<file path="src/sv/blbpe_pkg.sv">
// Shared types, constants and the inverse byte-to-unicode lookup
// for the byte-level BPE piece decoder. No dependencies.
`default_nettype none

package blbpe_pkg;

	localparam int unsigned QueueDepthDefault = 4;
	localparam int unsigned CpWidth           = 21;

	// Decoded work for one accepted word, passed from front to back.
	typedef struct packed {
		logic            last;
		logic            has_data;
		logic            mapped;
		logic [7:0]      mbyte;
		logic [1:0]      cnt;
		logic [3:0][7:0] seq;
	} job_t;

	// One result word as it leaves the block.
	typedef struct packed {
		logic       piece_end;
		logic       run_last;
		logic       has_byte;
		logic [7:0] out_byte;
	} res_t;

	// Returns {hit, byte}.
	function automatic logic [8:0] inv_lookup(input logic [CpWidth-1:0] cp);
		logic [8:0] r;
		logic [8:0] low9;
		logic [8:0] diff;
		low9 = cp[8:0];
		diff = low9 - 9'd162;
		r = 9'd0;
		if ((cp >= 21'd33 && cp <= 21'd126) || (cp >= 21'd161 && cp <= 21'd172) ||
				(cp >= 21'd174 && cp <= 21'd255)) begin
			r = {1'b1, cp[7:0]};
		end else if (cp >= 21'd256 && cp <= 21'd288) begin
			r = {1'b1, cp[7:0]};
		end else if (cp == 21'd289) begin
			r = {1'b1, 8'd127};
		end else if (cp >= 21'd290 && cp <= 21'd322) begin
			r = {1'b1, diff[7:0]};
		end else if (cp == 21'd323) begin
			r = {1'b1, 8'd173};
		end
		return r;
	endfunction

endpackage

`default_nettype wire

</file>
<file path="src/sv/blbpe_front.sv">
// Front end: accepts input words, assembles UTF-8 sequences and builds jobs.
// Depends on blbpe_pkg.
`default_nettype none

module blbpe_front (
	input  wire                 clk,
	input  wire                 arst_n,
	input  wire                 in_valid,
	input  wire [7:0]           in_byte,
	input  wire                 piece_last,
	input  wire                 q_full,
	output logic                in_ready,
	output logic                push,
	output blbpe_pkg::job_t     job
);

	logic [1:0]                      exp_q;
	logic [1:0]                      held_cnt_q;
	logic [2:0][7:0]                 held_q;
	logic [blbpe_pkg::CpWidth-1:0]   part_q;

	logic [1:0]                      n_exp;
	logic [1:0]                      n_cnt;
	logic [2:0][7:0]                 n_held;
	logic [blbpe_pkg::CpWidth-1:0]   n_part;
	logic [blbpe_pkg::CpWidth-1:0]   acc;
	logic [blbpe_pkg::CpWidth-1:0]   cp;
	logic [8:0]                      lk;
	logic                            done;
	logic                            accept;

	assign in_ready = !q_full;
	assign accept   = in_valid && in_ready;

	always_comb begin
		acc    = {part_q[14:0], in_byte[5:0]};
		n_exp  = exp_q;
		n_cnt  = held_cnt_q;
		n_held = held_q;
		n_part = part_q;
		done   = 1'b0;
		cp     = '0;
		job    = '0;
		if (exp_q == 2'd0) begin
			if (!in_byte[7]) begin
				done       = 1'b1;
				cp         = {13'd0, in_byte};
				job.seq[0] = in_byte;
				job.cnt    = 2'd0;
			end else if (in_byte[7:5] == 3'b110) begin
				n_part    = {16'd0, in_byte[4:0]};
				n_exp     = 2'd1;
				n_held[0] = in_byte;
				n_cnt     = 2'd1;
			end else if (in_byte[7:4] == 4'b1110) begin
				n_part    = {17'd0, in_byte[3:0]};
				n_exp     = 2'd2;
				n_held[0] = in_byte;
				n_cnt     = 2'd1;
			end else if (in_byte[7:3] == 5'b11110) begin
				n_part    = {18'd0, in_byte[2:0]};
				n_exp     = 2'd3;
				n_held[0] = in_byte;
				n_cnt     = 2'd1;
			end
		end else if (exp_q == 2'd1) begin
			done                 = 1'b1;
			cp                   = acc;
			job.seq              = {8'd0, held_q};
			job.seq[held_cnt_q]  = in_byte;
			job.cnt              = held_cnt_q;
			n_exp                = 2'd0;
			n_cnt                = 2'd0;
			n_part               = '0;
		end else begin
			if (held_cnt_q != 2'd3) begin
				n_held[held_cnt_q] = in_byte;
				n_cnt              = held_cnt_q + 2'd1;
			end
			n_part = acc;
			n_exp  = exp_q - 2'd1;
		end
		lk           = blbpe_pkg::inv_lookup(cp);
		job.mapped   = lk[8];
		job.mbyte    = lk[7:0];
		job.has_data = done;
		job.last     = piece_last;
		if (piece_last) begin
			n_exp  = 2'd0;
			n_cnt  = 2'd0;
			n_part = '0;
		end
	end

	assign push = accept && (done || piece_last);

	always_ff @(posedge clk or negedge arst_n) begin
		if (!arst_n) begin
			exp_q      <= 2'd0;
			held_cnt_q <= 2'd0;
			part_q     <= '0;
		end else if (accept) begin
			exp_q      <= n_exp;
			held_cnt_q <= n_cnt;
			part_q     <= n_part;
		end
	end

	always_ff @(posedge clk) begin
		if (accept) begin
			held_q <= n_held;
		end
	end

endmodule

`default_nettype wire

</file>
<file path="src/sv/blbpe_queue.sv">
// Short job queue between front and back ends.
// Depends on blbpe_pkg.
`default_nettype none

module blbpe_queue #(
	parameter int unsigned DEPTH = blbpe_pkg::QueueDepthDefault
) (
	input  wire                          clk,
	input  wire                          arst_n,
	input  wire                          push,
	input  blbpe_pkg::job_t              wr_job,
	input  wire                          pop,
	output blbpe_pkg::job_t              rd_job,
	output logic                         empty,
	output logic                         full,
	output logic [$clog2(DEPTH+1)-1:0]   level
);

	localparam int unsigned AW = (DEPTH > 1) ? $clog2(DEPTH) : 1;
	localparam int unsigned LW = $clog2(DEPTH+1);

	blbpe_pkg::job_t    mem_q [DEPTH];
	logic [AW-1:0]      wptr_q;
	logic [AW-1:0]      rptr_q;
	logic [LW-1:0]      cnt_q;
	logic               do_push;
	logic               do_pop;

	assign empty   = (cnt_q == LW'(0));
	assign full    = (cnt_q == LW'(DEPTH));
	assign level   = cnt_q;
	assign rd_job  = mem_q[rptr_q];
	assign do_push = push && !full;
	assign do_pop  = pop && !empty;

	always_ff @(posedge clk or negedge arst_n) begin
		if (!arst_n) begin
			wptr_q <= '0;
			rptr_q <= '0;
			cnt_q  <= '0;
		end else begin
			if (do_push) begin
				wptr_q <= (wptr_q == AW'(DEPTH-1)) ? '0 : wptr_q + AW'(1);
			end
			if (do_pop) begin
				rptr_q <= (rptr_q == AW'(DEPTH-1)) ? '0 : rptr_q + AW'(1);
			end
			if (do_push && !do_pop) begin
				cnt_q <= cnt_q + LW'(1);
			end else if (do_pop && !do_push) begin
				cnt_q <= cnt_q - LW'(1);
			end
		end
	end

	always_ff @(posedge clk) begin
		if (do_push) begin
			mem_q[wptr_q] <= wr_job;
		end
	end

endmodule

`default_nettype wire

</file>
<file path="src/sv/blbpe_back.sv">
// Back end: expands queued jobs into result words through an output register.
// Depends on blbpe_pkg.
`default_nettype none

module blbpe_back (
	input  wire                 clk,
	input  wire                 arst_n,
	input  blbpe_pkg::job_t     job,
	input  wire                 q_empty,
	output logic                pop,
	output logic                out_valid,
	input  wire                 out_ready,
	output blbpe_pkg::res_t     res
);

	logic [1:0]        idx_q;
	logic              ovalid_q;
	blbpe_pkg::res_t   res_q;
	blbpe_pkg::res_t   nxt;
	logic              load;
	logic              last_elem;

	assign load = !q_empty && (!ovalid_q || out_ready);

	always_comb begin
		last_elem = !job.has_data || job.mapped || (idx_q == job.cnt);
		nxt       = '0;
		if (!job.has_data) begin
			nxt.out_byte = 8'd0;
			nxt.has_byte = 1'b0;
		end else if (job.mapped) begin
			nxt.out_byte = job.mbyte;
			nxt.has_byte = 1'b1;
		end else begin
			nxt.out_byte = job.seq[idx_q];
			nxt.has_byte = 1'b1;
		end
		nxt.run_last  = last_elem;
		nxt.piece_end = last_elem && job.last;
	end

	assign pop = load && last_elem;

	always_ff @(posedge clk or negedge arst_n) begin
		if (!arst_n) begin
			idx_q    <= 2'd0;
			ovalid_q <= 1'b0;
		end else begin
			if (load) begin
				idx_q    <= last_elem ? 2'd0 : idx_q + 2'd1;
				ovalid_q <= 1'b1;
			end else if (out_ready) begin
				ovalid_q <= 1'b0;
			end
		end
	end

	always_ff @(posedge clk) begin
		if (load) begin
			res_q <= nxt;
		end
	end

	assign out_valid = ovalid_q;
	assign res       = res_q;

endmodule

`default_nettype wire

</file>
<file path="src/sv/byte_level_bpe_decoder.sv">
// Top level of the byte-level BPE piece decoder: front, job queue, back.
// Depends on blbpe_pkg, blbpe_front, blbpe_queue and blbpe_back.
`default_nettype none

// Takes UTF-8 bytes of token pieces one word per cycle and returns the original
// bytes, mapping code points 33..126, 161..172 and 174..323 back through the
// inverse byte-to-unicode table and passing unmapped sequences through raw. Each
// input word is decoded in the cycle it is accepted; one that ends a sequence or
// a piece leaves a job in a queue of DEPTH entries. The back end emits one result
// word per cycle, while not stalled, from the output register, one to four words
// per job. Input is accepted every cycle while the queue has room; a piece_last
// word with no data yields one bare end word with has_byte low.
module byte_level_bpe_decoder #(
	parameter int unsigned DEPTH = blbpe_pkg::QueueDepthDefault
) (
	input  wire        clk,
	input  wire        arst_n,
	input  wire        s_axis_tvalid,
	output logic       s_axis_tready,
	input  wire  [7:0] s_axis_tdata,   // [7:0] in_byte
	input  wire        s_axis_tlast,   // piece_last
	output logic       m_axis_tvalid,
	input  wire        m_axis_tready,
	output logic [7:0] m_axis_tdata,   // [7:0] out_byte
	output logic [1:0] m_axis_tuser,   // [0] has_byte, [1] run_last
	output logic       m_axis_tlast    // piece_end
);

	blbpe_pkg::job_t                wr_job;
	blbpe_pkg::job_t                rd_job;
	blbpe_pkg::res_t                res;
	logic                           push;
	logic                           pop;
	logic                           q_empty;
	logic                           q_full;
	logic [$clog2(DEPTH+1)-1:0]     q_level;

	blbpe_front u_front (
		.clk        (clk),
		.arst_n     (arst_n),
		.in_valid   (s_axis_tvalid),
		.in_byte    (s_axis_tdata),
		.piece_last (s_axis_tlast),
		.q_full     (q_full),
		.in_ready   (s_axis_tready),
		.push       (push),
		.job        (wr_job)
	);

	blbpe_queue #(
		.DEPTH (DEPTH)
	) u_queue (
		.clk    (clk),
		.arst_n (arst_n),
		.push   (push),
		.wr_job (wr_job),
		.pop    (pop),
		.rd_job (rd_job),
		.empty  (q_empty),
		.full   (q_full),
		.level  (q_level)
	);

	blbpe_back u_back (
		.clk       (clk),
		.arst_n    (arst_n),
		.job       (rd_job),
		.q_empty   (q_empty),
		.pop       (pop),
		.out_valid (m_axis_tvalid),
		.out_ready (m_axis_tready),
		.res       (res)
	);

	assign m_axis_tdata = res.out_byte;
	assign m_axis_tuser = {res.run_last, res.has_byte};
	assign m_axis_tlast = res.piece_end;

	a_end_is_run_last: assert property (@(posedge clk) disable iff (!arst_n)
		m_axis_tvalid && m_axis_tlast |-> m_axis_tuser[1])
		else $error("piece end without run end");

	a_bare_marker: assert property (@(posedge clk) disable iff (!arst_n)
		m_axis_tvalid && !m_axis_tuser[0] |-> m_axis_tdata == 8'd0 && m_axis_tlast)
		else $error("bare word is not a clean end marker");

	a_queue_bound: assert property (@(posedge clk) disable iff (!arst_n)
		q_level <= ($clog2(DEPTH+1))'(DEPTH) && (s_axis_tready == !q_full))
		else $error("queue level out of range");

endmodule

`default_nettype wire

</file>
<file path="config.mk">
export PLATFORM = sky130hd
export DESIGN_NAME = byte_level_bpe_decoder
export DESIGN_NICKNAME = d
export VERILOG_FILES = /design/src/sv/blbpe_pkg.sv /design/src/sv/blbpe_front.sv /design/src/sv/blbpe_queue.sv /design/src/sv/blbpe_back.sv /design/src/sv/byte_level_bpe_decoder.sv
export SDC_FILE = /design/constraint.sdc
export NUM_CORES = 1
export LEC_CHECK = 0
export BUFFER_PORTS_ARGS = -buffer_cell sky130_fd_sc_hd__buf_2
export CORE_ASPECT_RATIO = 1.4
export CORE_UTILIZATION = 35
export CTS_BUF_LIST = sky130_fd_sc_hd__clkbuf_8 sky130_fd_sc_hd__clkbuf_16
export CTS_CLUSTER_DIAMETER = 150
export CTS_CLUSTER_SIZE = 25
export DETAILED_ROUTE_END_ITERATION = 8
export HOLD_SLACK_MARGIN = 0.02
export PLACE_DENSITY = 0.51
export SKIP_CTS_REPAIR_TIMING = 1
export SLEW_MARGIN = 15
export SYNTH_ARGS = -nofsm -noshare
export SYNTH_HDL_FRONTEND = slang
export SYNTH_SLANG_ARGS = --single-unit
</file>
<file path="constraint.sdc">
create_clock -name clk -period 2.65 [get_ports clk]
set_input_delay 0.53 -clock clk [delete_from_list [all_inputs] [get_ports clk]]
set_output_delay 0.53 -clock clk [all_outputs]
set_load 0.01 [all_outputs]
</file>
# == After elaboration in Yosys (flattened, before gate mapping) ==
# Memories as Yosys holds them, arrays and structs flattened.
# Cells that the tools add are included.
# word_totals
word_cells,153
memories,1
register_bits,64
output_inout_bits,13
ram_bits,180
# classes
n_bitwise,2
n_eq_ne,16
addsub,8
n_reduce_logical,37
muxes,61
n_lt_le_gt_ge,13
# memory_table
name,depth,word_bits,read_ports,rd_clocked_by_memory_dff,wr,line_no,text
u_queue.mem_q,4,45,1,0,1,blbpe_queue.sv:22,blbpe_pkg::job_t mem_q [DEPTH];
# op_table
cell,count
$mux 15,7
$mux 8,11
$mux 9,5
$eq 21x9->1 const B,2
$ge 21x8->1 const B,2
$ge 21x9->1 const B,2
$le 21x8->1 const B,2
$le 21x9->1 const B,2
$mux 21,2
$mux 2,19
$mux 34,1
$bwmux 32,1
$bwmux 24,1
$mux 24,1
$ge 21x6->1 const B,1
$le 21x7->1 const B,1
$bmux 8 s2,1
$demux 8 s2,1
$logic_and 1x1->1,15
$mux 7,2
$add 2x1->2 const B,4
$reduce_and 4->1,2
$sub 8x8->8 const B,1
$mux 1,7
other kinds (26),44

# == Longest topological paths before layout ==
# logic_depth
depth_word,10
depth_mapped,15

# == Hierarchy ==
# Synthesis repeated with hierarchy kept, for this count alone.
# unflattened
cells_unflattened,676
hier_area_um2,10926.7
# by_module_without_submodules
module,instances,seq_area_each_um2,area_each_um2,cells_each
blbpe_queue,1,5580.4,6937.9,272
blbpe_front,1,1196.1,3179.3,350
blbpe_back,1,405.4,809.5,54

# == Least setup slack after synthesis ==
# Ideal clock, no wire load.
# synth_path
kind,input to register
from,in s_axis_tdata[7]
to,"mem u_queue.mem_q[0][37] (netlist bit), data pin"
path_stages,15
setup_time_ns,0.272
n_path_buf,2
arrival_ns,2.772
slack_ns,-0.394
cell_sequence,nor2b_1 buf_2 nor2_4 nand2_1 inv_1 ha_1 nand2_1 nor4b_1 nand4_1 a32oi_1 o221ai_2 nor2_2 buf_4 nand4_1 nor3b_1
# synth_lines
item,line_no,text
start: declaration,byte_level_bpe_decoder.sv:20,"input wire [7:0] s_axis_tdata,"
end: declaration,blbpe_queue.sv:22,

==> flow_summary.html <==
<table>
<tr><th>Metric</th><th>Value</th></tr>
<tr><th colspan="2">Finish</th></tr>
<tr><td>Most frequent standard cell in the layout excluding fill and tap cells</td><td>edfxtp_1</td></tr>
<tr><td>Diodes inserted</td><td>0</td></tr>
<tr><td>Most frequent cells in the layout</td><td>edfxtp_1, buf_4, mux4_2</td></tr>
<tr><td>Final Net Count</td><td>814</td></tr>
<tr><td>Util after Layout</td><td>41.6%</td></tr>
<tr><td>Fillcell total</td><td>2827</td></tr>
<tr><td>Footprint of the flip-flops and latches</td><td>0.00719 sq mm</td></tr>
<tr><td>Final Instance Count excl. Fillers</td><td>1179</td></tr>
<tr><td>Area Overhead vs Synth</td><td>17.0%</td></tr>
<tr><td>Total area of multi-input combinational cells</td><td>0.00379 sq mm</td></tr>
<tr><td>Share of layout cells above drive strength 1</td><td>37.0%</td></tr>
<tr><th colspan="2">Synth</th></tr>
<tr><td>Post-synthesis register bit count</td><td>244</td></tr>
<tr><td>Post-synth EDFFs</td><td>215</td></tr>
<tr><td>Post-synth net total</td><td>719</td></tr>
<tr><td>Sequential-to-total area share from yosys stat</td><td>65.6%</td></tr>
<tr><td>Total of warnings raised by yosys</td><td>0</td></tr>
<tr><td>Synth unique cells</td><td>70</td></tr>
<tr><td>Average footprint of a synthesized cell</td><td>15.8 sq um</td></tr>
<tr><td>Post-Syn Instances</td><td>691</td></tr>
<tr><td>Netlist Area Pre-Place</td><td>0.0109 sq mm</td></tr>
<tr><td>Share of flip-flops with an asynchronous set or reset after synthesis</td><td>11.9%</td></tr>
<tr><td>Most used flip-flop cell after synthesis</td><td>edfxtp_1</td></tr>
<tr><th colspan="2">Clock tree</th></tr>
<tr><td>H-Tree Depth</td><td>1</td></tr>
<tr><td>Clock tree from TritonCTS</td><td>done</td></tr>
<tr><td>Reg clk slew, reported paths</td><td>0.11 ns</td></tr>
<tr><td>CTS sink cnt</td><td>244</td></tr>
<tr><td>Largest buffer count on any clock path</td><td>3</td></tr>
<tr><td>CTS root buffer</td><td>clkbuf_16</td></tr>
<tr><td>Number of clock buffers inserted by TritonCTS</td><td>13</td></tr>
<tr><td>Clock latency on the worst-skew pair</td><td>0.48 ns</td></tr>
<tr><th colspan="2">Timing</th></tr>
<tr><td>Post-Route Skew</td><td>0.0214 ns</td></tr>
<tr><td>Max-slew violations</td><td>0</td></tr>
<tr><td>Measured slew at the worst slew-check pin</td><td>0.737 ns</td></tr>
<tr><td>Setup TNS</td><td>-0.453 ns</td></tr>
<tr><td>Final setup violating endpoints</td><td>10</td></tr>
<tr><td>Relative max-transition margin</td><td>50.9%</td></tr>
<tr><td>RSZ-0062 raised after global routing</td><td>yes</td></tr>
<tr><td>Fraction of the cycle the final worst path needs</td><td>103%</td></tr>
<tr><td>Final setup slack of the worst path</td><td>-0.0692 ns</td></tr>
<tr><td>FMAX</td><td>0.368 GHz</td></tr>
<tr><td>Hold Violations, Final</td><td>0</td></tr>
<tr><td>Minimum clock period</td><td>2.72 ns</td></tr>
<tr><th colspan="2">Placed design</th></tr>
<tr><td># port buffers</td><td>25</td></tr>
<tr><td>Post-Place Cells</td><td>1147</td></tr>
<tr><td>Post-DP HPWL</td><td>18.2 mm</td></tr>
<tr><td>Final Wtd Congestion</td><td>0.823</td></tr>
<tr><td>Setup slack after placement</td><td>-0.523 ns</td></tr>
<tr><th colspan="2">Setup path</th></tr>
<tr><td>Nature of the critical path endpoint</td><td>flop</td></tr>
<tr><td>Worst path most repeated cell</td><td>nor2_4</td></tr>
<tr><td>Buf/Inv on CP</td><td>3</td></tr>
<tr><td>Maximum fanout encountered on the critical timing path</td><td>5</td></tr>
<tr><td>Crit path largest cell delay</td><td>0.42 ns</td></tr>
<tr><td>Cell with the biggest individual delay on the critical path</td><td>dfrtp_1</td></tr>
<tr><td>Data arrival time of the worst path</td><td>2.93 ns</td></tr>
<tr><td>Worst setup path class</td><td>reg2reg</td></tr>
<tr><td>Cell family with most CP delay</td><td>simple AND/OR/NAND/NOR gates</td></tr>
<tr><td>Data required time at the worst endpoint</td><td>2.86 ns</td></tr>
<tr><td>Cells along the critical path</td><td>nor2b_4 -&gt; nor2_4 -&gt; nand2_2 -&gt; inv_2 -&gt; ha_4 -&gt; nand2_4 -&gt; nor4b_4 -&gt; buf_4 -&gt; buf_4 -&gt; nand4_1 -&gt; o22ai_2 -&gt; nor2_4 -&gt; nor2_4 -&gt; nand2_2 -&gt; o32a_1</td></tr>
<tr><td>Kind of start point of the critical path</td><td>flop</td></tr>
<tr><th colspan="2">Floorplanning</th></tr>
<tr><td>Initial standard-cell utilization of the core</td><td>35.5%</td></tr>
<tr><td>Row cnt</td><td>76</td></tr>
<tr><td>Die Span Y</td><td>211 um</td></tr>
<tr><td>Top-Level Pins</td><td>26</td></tr>
<tr><td>Floorplan die area</td><td>0.0320 sq mm</td></tr>
<tr><td>Chip Width</td><td>151 um</td></tr>
<tr><td>Standard cell core area</td><td>0.0308 sq mm</td></tr>
<tr><th colspan="2">Min path</th></tr>
<tr><td>Classification of the worst-slack hold path</td><td>in2async</td></tr>
<tr><th colspan="2">Power and ir drop</th></tr>
<tr><td>Clock network fraction of design power</td><td>14.6%</td></tr>
<tr><td>Switching pwr</td><td>4.95 mW</td></tr>
<tr><td>Static leakage</td><td>4.53 nW</td></tr>
<tr><td>P_int</td><td>9.33 mW</td></tr>
<tr><td>Cell area power density</td><td>1110 mW/mm^2</td></tr>
<tr><td>Comb power frac</td><td>44.5%</td></tr>
<tr><td>Net switching share of the total power</td><td>34.6%</td></tr>
<tr><td>Peak supply drop</td><td>0.421 mV</td></tr>
<tr><td>Proportion of power drawn by flip-flops and latches</td><td>40.9%</td></tr>
<tr><th colspan="2">Routing</th></tr>
<tr><td>Average wire per cell in the routed design</td><td>22.4 um</td></tr>
<tr><td>Detailed-route via count</td><td>6199</td></tr>
<tr><td>Drt initial violations</td><td>266</td></tr>
<tr><td>Number of detailed-routing iterations run before antenna repair</td><td>6</td></tr>
<tr><td>Total wirelength of the detailed-routed design</td><td>26.4 mm</td></tr>
<tr><td>Drt via density</td><td>5.26</td></tr>
<tr><td>Drt drc</td><td>0</td></tr>
<tr><td>Antenna-violating nets left</td><td>0</td></tr>
<tr><th colspan="2">Global routing</th></tr>
<tr><td>All-Layer GR Usage</td><td>16.9%</td></tr>
<tr><td>Total overflow reported by the global router</td><td>0</td></tr>
<tr><td>Antenna violations before repair</td><td>0</td></tr>
<tr><td>Pin count of the biggest net entering global routing</td><td>38</td></tr>
<tr><td>Vias in the first global route</td><td>6568</td></tr>
<tr><td>Wire length of the first global-routing pass</td><td>39.8 mm</td></tr>
<tr><th colspan="2">Status</th></tr>
<tr><td>Violated checks</td><td>negative setup slack</td></tr>
<tr><td>Run status</td><td>finished, violations left</td></tr>
<tr><th colspan="2">Job</th></tr>
<tr><td>Reported max-cap violation count</td><td>0</td></tr>
</table>
-- final timing paths --
path	start	endpoint	slack [ns]	depth (start not counted)
max in group asynchronous	arst_n	u_front.exp_q[1]$_DFFE_PN0P_	2.01	1
hold / removal	arst_n	u_queue.rptr_q[1]$_DFFE_PN0P_	0.09	1
hold reg to reg	u_front.part_q[14]$_DFFE_PN0P_	u_front.part_q[14]$_DFFE_PN0P_	0.49	2
min in group clk	m_axis_tready	u_back.out_valid$_DFFE_PN0P_	0.35	3
setup / recovery	u_front.exp_q[0]$_DFFE_PN0P_	u_queue.mem_q[3][36]$_DFFE_PP_	-0.07	15
setup reg to reg	u_front.exp_q[0]$_DFFE_PN0P_	u_queue.mem_q[3][36]$_DFFE_PP_	-0.07	15
-- through the flow --
stage          cell area, sq um  total power, mW  hold slack, ns
2_1_floorplan             11000             9.63           0.234
3_5_place_dp              12100             11.9           0.476
5_1_grt                   12800             15.1           0.142
6_report                  12800             14.3          0.0949
3_3_place_gp              12100             11.7           0.472
4_1_cts                   12500             13.9           0.119
-- final cells by class --
type	count	area share, %
clock buffers	13	2.54
clock inverters	5	0.186
inverters	15	0.459
multi-input cells	389	29.6
flip-flops and latches	244	56.1
well taps	390	3.81
repair buffers	123	7.35
-- cells in the mapped netlist, drive strengths merged, types with 4 or more instances --
| master | instances | share of area (%) |
|---|---|---|
| a22oi | 4 | 0.27 |
| nor3 | 12 | 0.55 |
| mux4 | 52 | 11 |
| buf | 15 | 0.93 |
| nor4 | 6 | 0.67 |
| o22ai | 5 | 0.34 |
| clkbuf | 29 | 0.99 |
| o31ai | 6 | 0.46 |
| o21ai | 35 | 1.6 |
| nand4 | 6 | 0.46 |
| ha | 14 | 1.6 |
| nand3 | 6 | 0.27 |
| mux2 | 35 | 3.6 |
| xor2 | 4 | 0.32 |
| a21oi | 8 | 0.37 |
| nor3b | 6 | 0.51 |
| mux2i | 10 | 0.91 |
| and2 | 24 | 1.4 |
| nor2 | 43 | 1.6 |
| inv | 15 | 0.51 |
| nor2b | 5 | 0.29 |
| dfrtp | 29 | 6.6 |
| edfxtp | 215 | 59 |
| nand2 | 51 | 1.7 |
| and3 | 13 | 0.79 |
-- per-layer routing --
layer / global-route usage [%] / vias up / share of wire (%) / routed length (um)
li1: - / 2855 / - / -
met1: 20.9 / 3209 / 41 / 10900
met2: 30.5 / 90 / 53 / 14000
met3: 1.47 / 45 / 1.8 / 484
met4: 6.17 / 0 / 3.5 / 933
met5: 0 / - / 0 / 0
-- state kept, by name, indices dropped and copies added, names as in the netlist, 3 cells and up --
signal	flops
u_front.held_q	24
u_back.res	11
u_queue.mem_q	180
u_queue.level	3
u_front.part_q	15
-- cell families (layout without fill, tap and decap cells) --
group                      after synthesis  after routing  share of synthesized area, %
DFF                                    244            244                          65.6
and+or+nand+nor                        187            187                          9.45
muxes                                   97             97                          15.2
AOI/OAI and AO/OA                       83             84                          5.02
buffers and inverters                   59            156                          2.43
adders and majority gates               15             15                          1.78
xor gates and xnor gates                 6              6                         0.480
-- power by group through the flow --
stage                     Sequential (mW)  Combinational [mW]  Clock, mW
after detailed placement             5.94                5.93          0
final                                5.84                6.36       2.08
after floorplan                      5.84                3.78          0
after global routing                 5.92                6.87       2.26
after CTS                            5.85                5.94       2.15
after global placement               5.89                5.82          0
No activity file was read; power rests on OpenSTA's default activity.
